### src/rtl/core/pfa_pkg.sv
package pfa_pkg;

    // Map geometry
    localparam int MAX_PAGES = 32768;
    localparam int IDX_W     = $clog2(MAX_PAGES);
    localparam int CNT_W     = IDX_W + 1;
    localparam int WORD_W    = 64;
    localparam int WORD_BITS = $clog2(WORD_W);
    localparam int WORDS     = MAX_PAGES / WORD_W;
    localparam int WADDR_W   = $clog2(WORDS);
    localparam int PAGE_SHIFT = 12;

    // Register widths and reset values
    localparam int BASE_W = 32;
    localparam int PCNT_W = 16;
    localparam int RSV_W  = 16;
    localparam int CFG_W  = 32;
    localparam int CIDX_W = 2;
    localparam int ALLOC_W = 16;
    localparam int USED_W  = 17;
    localparam int STAT_W  = 2;

    localparam logic [BASE_W-1:0] BASE_RESET = 32'h0010_0000;
    localparam logic [PCNT_W-1:0] PCNT_RESET = 16'd32768;
    localparam logic [RSV_W-1:0]  RSV_RESET  = 16'd8;

    // Register indexes
    localparam logic [CIDX_W-1:0] CFG_BASE     = 2'd0;
    localparam logic [CIDX_W-1:0] CFG_PAGES    = 2'd1;
    localparam logic [CIDX_W-1:0] CFG_RESERVED = 2'd2;

    // Request kinds
    localparam logic CMD_ALLOC = 1'b0;
    localparam logic CMD_FREE  = 1'b1;

    // Result status codes
    localparam logic [STAT_W-1:0] ST_OK    = 2'd0;
    localparam logic [STAT_W-1:0] ST_OOM   = 2'd1;
    localparam logic [STAT_W-1:0] ST_RANGE = 2'd2;

    // Stream payload widths
    localparam int S_DATA_W = 32;
    localparam int M_DATA_W = 56;

    // Find-first-zero result of one map word
    typedef struct packed {
        logic                 found;
        logic [WORD_BITS-1:0] pos;
    } ffz_t;

    typedef enum logic [6:0] {
        ST_CLEAR       = 7'b0000001,
        ST_IDLE        = 7'b0000010,
        ST_FREE_CHK    = 7'b0000100,
        ST_FREE_WR     = 7'b0001000,
        ST_ALLOC_START = 7'b0010000,
        ST_ALLOC_SCAN  = 7'b0100000,
        ST_RESP        = 7'b1000000
    } state_t;

endpackage

### src/rtl/core/pfa_ffz.sv
module pfa_ffz (
    input  logic [pfa_pkg::WORD_W-1:0]    word,
    input  logic                          lo_en,
    input  logic [pfa_pkg::WORD_BITS-1:0] lo_bit,
    input  logic                          hi_en,
    input  logic [pfa_pkg::WORD_BITS-1:0] hi_bit,
    output pfa_pkg::ffz_t                 res
);

    logic [pfa_pkg::WORD_W-1:0] cand;

    // Mark free bits inside the scan window
    always_comb begin
        for (int b = 0; b < pfa_pkg::WORD_W; b++) begin
            cand[b] = !word[b]
                && (!lo_en || (pfa_pkg::WORD_BITS'(b) >= lo_bit))
                && (!hi_en || (pfa_pkg::WORD_BITS'(b) <= hi_bit));
        end
    end

    // Pick the lowest candidate
    always_comb begin
        res.found = |cand;
        res.pos   = '0;
        for (int b = pfa_pkg::WORD_W - 1; b >= 0; b--) begin
            if (cand[b]) begin
                res.pos = pfa_pkg::WORD_BITS'(b);
            end
        end
    end

endmodule

### config.mk
export PLATFORM = sky130hd
export DESIGN_NAME = pfa_ffz
export DESIGN_NICKNAME = d
export VERILOG_FILES = /design/src/rtl/core/pfa_pkg.sv /design/src/rtl/core/pfa_ffz.sv
export SDC_FILE = /design/constraint.sdc
export NUM_CORES = 1
export LEC_CHECK = 0
export BUFFER_PORTS_ARGS = -buffer_cell sky130_fd_sc_hd__buf_2
export CORE_ASPECT_RATIO = 1.75
export CORE_MARGIN = 5
export CORE_UTILIZATION = 43
export DETAILED_ROUTE_END_ITERATION = 8
export PLACE_DENSITY = 0.72
export SLEW_MARGIN = 5
export SYNTH_ARGS = -nofsm -noshare
export SYNTH_HDL_FRONTEND = slang
export SYNTH_SLANG_ARGS = --single-unit
### constraint.sdc
create_clock -name vclk -period 3.7
set_clock_uncertainty 0.15 [all_clocks]
set_input_delay 0.925 -clock vclk [all_inputs]
set_output_delay 0.925 -clock vclk [all_outputs]
set_load 0.1 [all_outputs]
-- After elaboration in Yosys (flattened, before gate mapping)
Cells that the tools add are included.
W data, S select, Z words.
- multiplexer cells: 64
- reductions and logical operators: 323
- $lt $le $gt $ge: 128
- operators by type and width (operator ; count):
    $mux W6 ; 64
    $ge A6 B6 Y1 const A ; 32
    $le A6 B6 Y1 const A ; 32
    $logic_and A1 B1 Y1 ; 128
    $logic_or A1 B1 Y1 ; 128
    $ge A5 B6 Y1 const A ; 16
    $le A5 B6 Y1 const A ; 16
    $logic_not A1 Y1 ; 66
    $reduce_or A64 Y1 ; 1
    $ge A4 B6 Y1 const A ; 8
    $le A4 B6 Y1 const A ; 8
    $ge A3 B6 Y1 const A ; 4
    $le A3 B6 Y1 const A ; 4
    $ge A1 B6 Y1 const A ; 2
    $ge A2 B6 Y1 const A ; 2
    $le A1 B6 Y1 const A ; 2
    $le A2 B6 Y1 const A ; 2
- output and inout port bits: 7
- flip-flop bits (word level): 0
- input bits: 78
- logic and storage cells: 515

-- Longest topological paths before layout
- word-level depth: 68
- mapped depth: 11
- depth with buffers taken out: 8

-- Worst setup path before layout
OpenSTA, ideal clock, no wires.
- path type: input to output
- start point: input port hi_bit[1] in the netlist's numbering
- end point: output port res[3] in the netlist's numbering
- slack: -1326 ps
- data arrival time: 3951 ps
- required time: 2625 ps
- stages on the path: 9
- buffers on the path: 1
- cell sequence: buf_2 o41ai_1 a221oi_1 o21ai_1 o311ai_0 or3_1 a21oi_1 o21ai_0 a21oi_1
- RTL lines (element ; line ; RTL):
    from (decl) ; pfa_ffz.sv:6 ; input logic [pfa_pkg::WORD_BITS-1:0] hi_bit,
    to (decl) ; pfa_ffz.sv:7 ; output pfa_pkg::ffz_t res

==> summary.txt <==
Outcome
  • Outcome: finished, violations left
  • Failing checks: negative setup slack

Job
  • Max cap viols: 0

Synthesis
  • Synth cell types: 69
  • Synth Net Count: 526
  • Synth area leaders: a21oi_1 (8.5%), nand2_1 (7.5%), o21ai_0 (6.9%), buf_2 (4.7%), a21o_1 (4.4%)
  • Most frequent cell after synthesis: nand2_1
  • Fraction of synthesized cell area taken by the top area cell type: around 8.5%
  • Register area share after synthesis: 0%
  • Post-synth top cells: nand2_1 (55), a21oi_1 (47), o21ai_0 (38), buf_2 (26), nor2_1 (22)
  • Mean Syn Cell Area: 6.14 µm²
  • Cell Area, Synth: approximately 2800 µm²
  • Synth Warn #: 0
  • Area leader, netlist: a21oi_1
  • Mapped Cells: 448

Cells and area
  • Antenna Cells: 0
  • Layout cells sized above 1: 58.3%
  • Fillers: between 300 and 400
  • Nets@finish: 781
  • FF+latch area: 0 µm²
  • P&R area growth vs syn: 98.9%
  • Core Util, Final: 87.9%
  • Clkbuf count: 0
  • Sequential cell count: 0
  • Non-filler cells in the finished layout: 781

Worst setup path
  • CP max FO: 5
  • Req. time, crit path: 2.62 ns
  • CP arrival: 3.39 ns
  • Startpoint Class: input port
  • Crit Path Class: input port to output port
  • Endpoint class of the critical path: output port

GRT
  • Gr busiest metal: met2
  • Number of global-route vias before repair: 5,326
  • Global-route wire length before repair: between 20,000 and 30,000 µm
  • Met3 usage: 5.03%
  • Met2 usage: approximately 76%
  • Met1 Usage GRT: about 44%
  • Tot GR Track Use: between 40% and 50%
  • Grt total ovfl: 0
  • Largest net degree at the start of global routing: 17
  • Initial antenna violation count: 0

Die
  • # IOs: 85
  • Rows: 38
  • Chip width: 70.5 µm
  • Initial Util: 44.2%
  • Die Y-Extent: between 100 and 150 µm
  • Die area: 8160 µm²
  • Core box area: between 6000 and 7000 µm²

STA
  • Slew Limit Fails: 0
  • Fin. Hold Viols: 0
  • Worst-Margin Slew: 0.572 ns
  • RSZ-0062 raised after global routing: true
  • Rel. slew slack: 61.3%
  • Fmax: approximately 0.22 GHz
  • Endpoints failing setup: 7
  • Final Hold Slack: 2.46 ns
  • Final worst slack: -0.770 ns
  • Crit path time final: 4.47 ns
  • Final worst path period share: 121%

Route
  • Wirelength per Cell: 25.2 µm
  • Detail Route Antenna Nets: 0
  • DRC: 0
  • DR pass1 iterations: 6
  • Routed vias: 5,538
  • Starting DRT DRC Count: 723
  • Total Wirelength: 19,700 µm
  • Vias per cell: 7.09

Power
  • Leakage Power: 2.45 nW
  • Peak VDD IR: 0.103 mV
  • Power per cell area: 159 nW/µm²

Placed design
  • PortBufs: 85
  • Placed cells: 766
  • HPWL Detailed: 13,600 µm
  • Placer Congestion: approximately 1.1

Hold path
  • Worst min path class: input port to output port

Clocking
  • Post-CTS Hold Fix Bufs: 0
[power breakdown]
group | switching [W] | leakage (nW) | internal [W]
clock network | 0 | 0 | 0
logic | 0.000480 | 2.45 | 0.000388
registers | 0 | 0 | 0
total | 0.000480 | 2.45 | 0.000388
[critical path, stage by stage]
cell	delay (ns)
buf_8	0.10
buf_6	0.13
buf_4	0.15
nor3b_4	0.32
buf_6	0.18
nor3_1	0.06
nand3_1	0.15
buf_4	0.16
nand4_1	0.27
buf_4	0.26
nor4_4	0.28
buf_4	0.16
a21oi_4	0.06
buf_12	0.18
[logic make-up (layout without fill, tap and decap cells)]
group | Yosys count | count (layout) | synth area share [%]
AOI/OAI and AO/OA | 216 | 216 | 55.1
and+or+nand+nor | 179 | 179 | 34.7
buffers and inverters | 53 | 306 | 10.2
[cell usage in the layout, fill, tap and decap left out, types with 10 or more instances in the layout]
master	synthesis	final
o21ai_2	1	10
buf_6	4	10
a21o_1	16	16
nand2_1	55	50
buf_12	0	12
o21ai_0	38	24
nand3_1	21	19
nor2_1	22	15
buf_2	26	66
buf_4	5	203
nand4_1	10	10
a21oi_1	47	34
o21ai_1	5	10
a21oi_2	2	11
inv_1	12	11
[cell type report]
class | count | area (µm²) | share of cell area [%]
inverter | 12 | 47.5 | 0.868
multi-input combinational | 395 | 3080 | 56.2
tap | 80 | 100 | 1.83
timing repair buffer | 294 | 2250 | 41.1
[repair_timing]
action,in CTS,in global routing
setup buffers,10,4
gates resized for setup,92,50
pin swaps,22,20
endpoints found under the setup margin,7,7
gates cloned,1,0
[per-layer routing]
layer | part of all wire (%) | wire, µm
met2 | 47 | 9200
met1 | 30 | 6000
met3 | 11 | 2070
met5 | 0 | 0
met4 | 12 | 2410
[final timing paths]
path,startpoint,to,slack [ns],cells past startpoint
worst max-delay path,hi_bit[4],res[2],-0.77,14
worst min-delay path,word[0],res[0],2.46,7
[through the flow]
step / total power [W] / cell area (µm²) / setup slack [ns] / setup TNS (ns)
2_1_floorplan: 0.000379 / 3050 / -0.464 / -2.41
3_3_place_gp: 0.000700 / 4800 / -0.749 / -4.48
3_5_place_dp: 0.000714 / 4800 / -0.756 / -4.90
4_1_cts: 0.000777 / 5240 / -0.566 / -3.49
5_1_grt: 0.000903 / 5480 / -0.850 / -5.11
6_report: 0.000868 / 5480 / -0.770 / -4.68
Note: power is estimated with default switching activity, not from simulation.
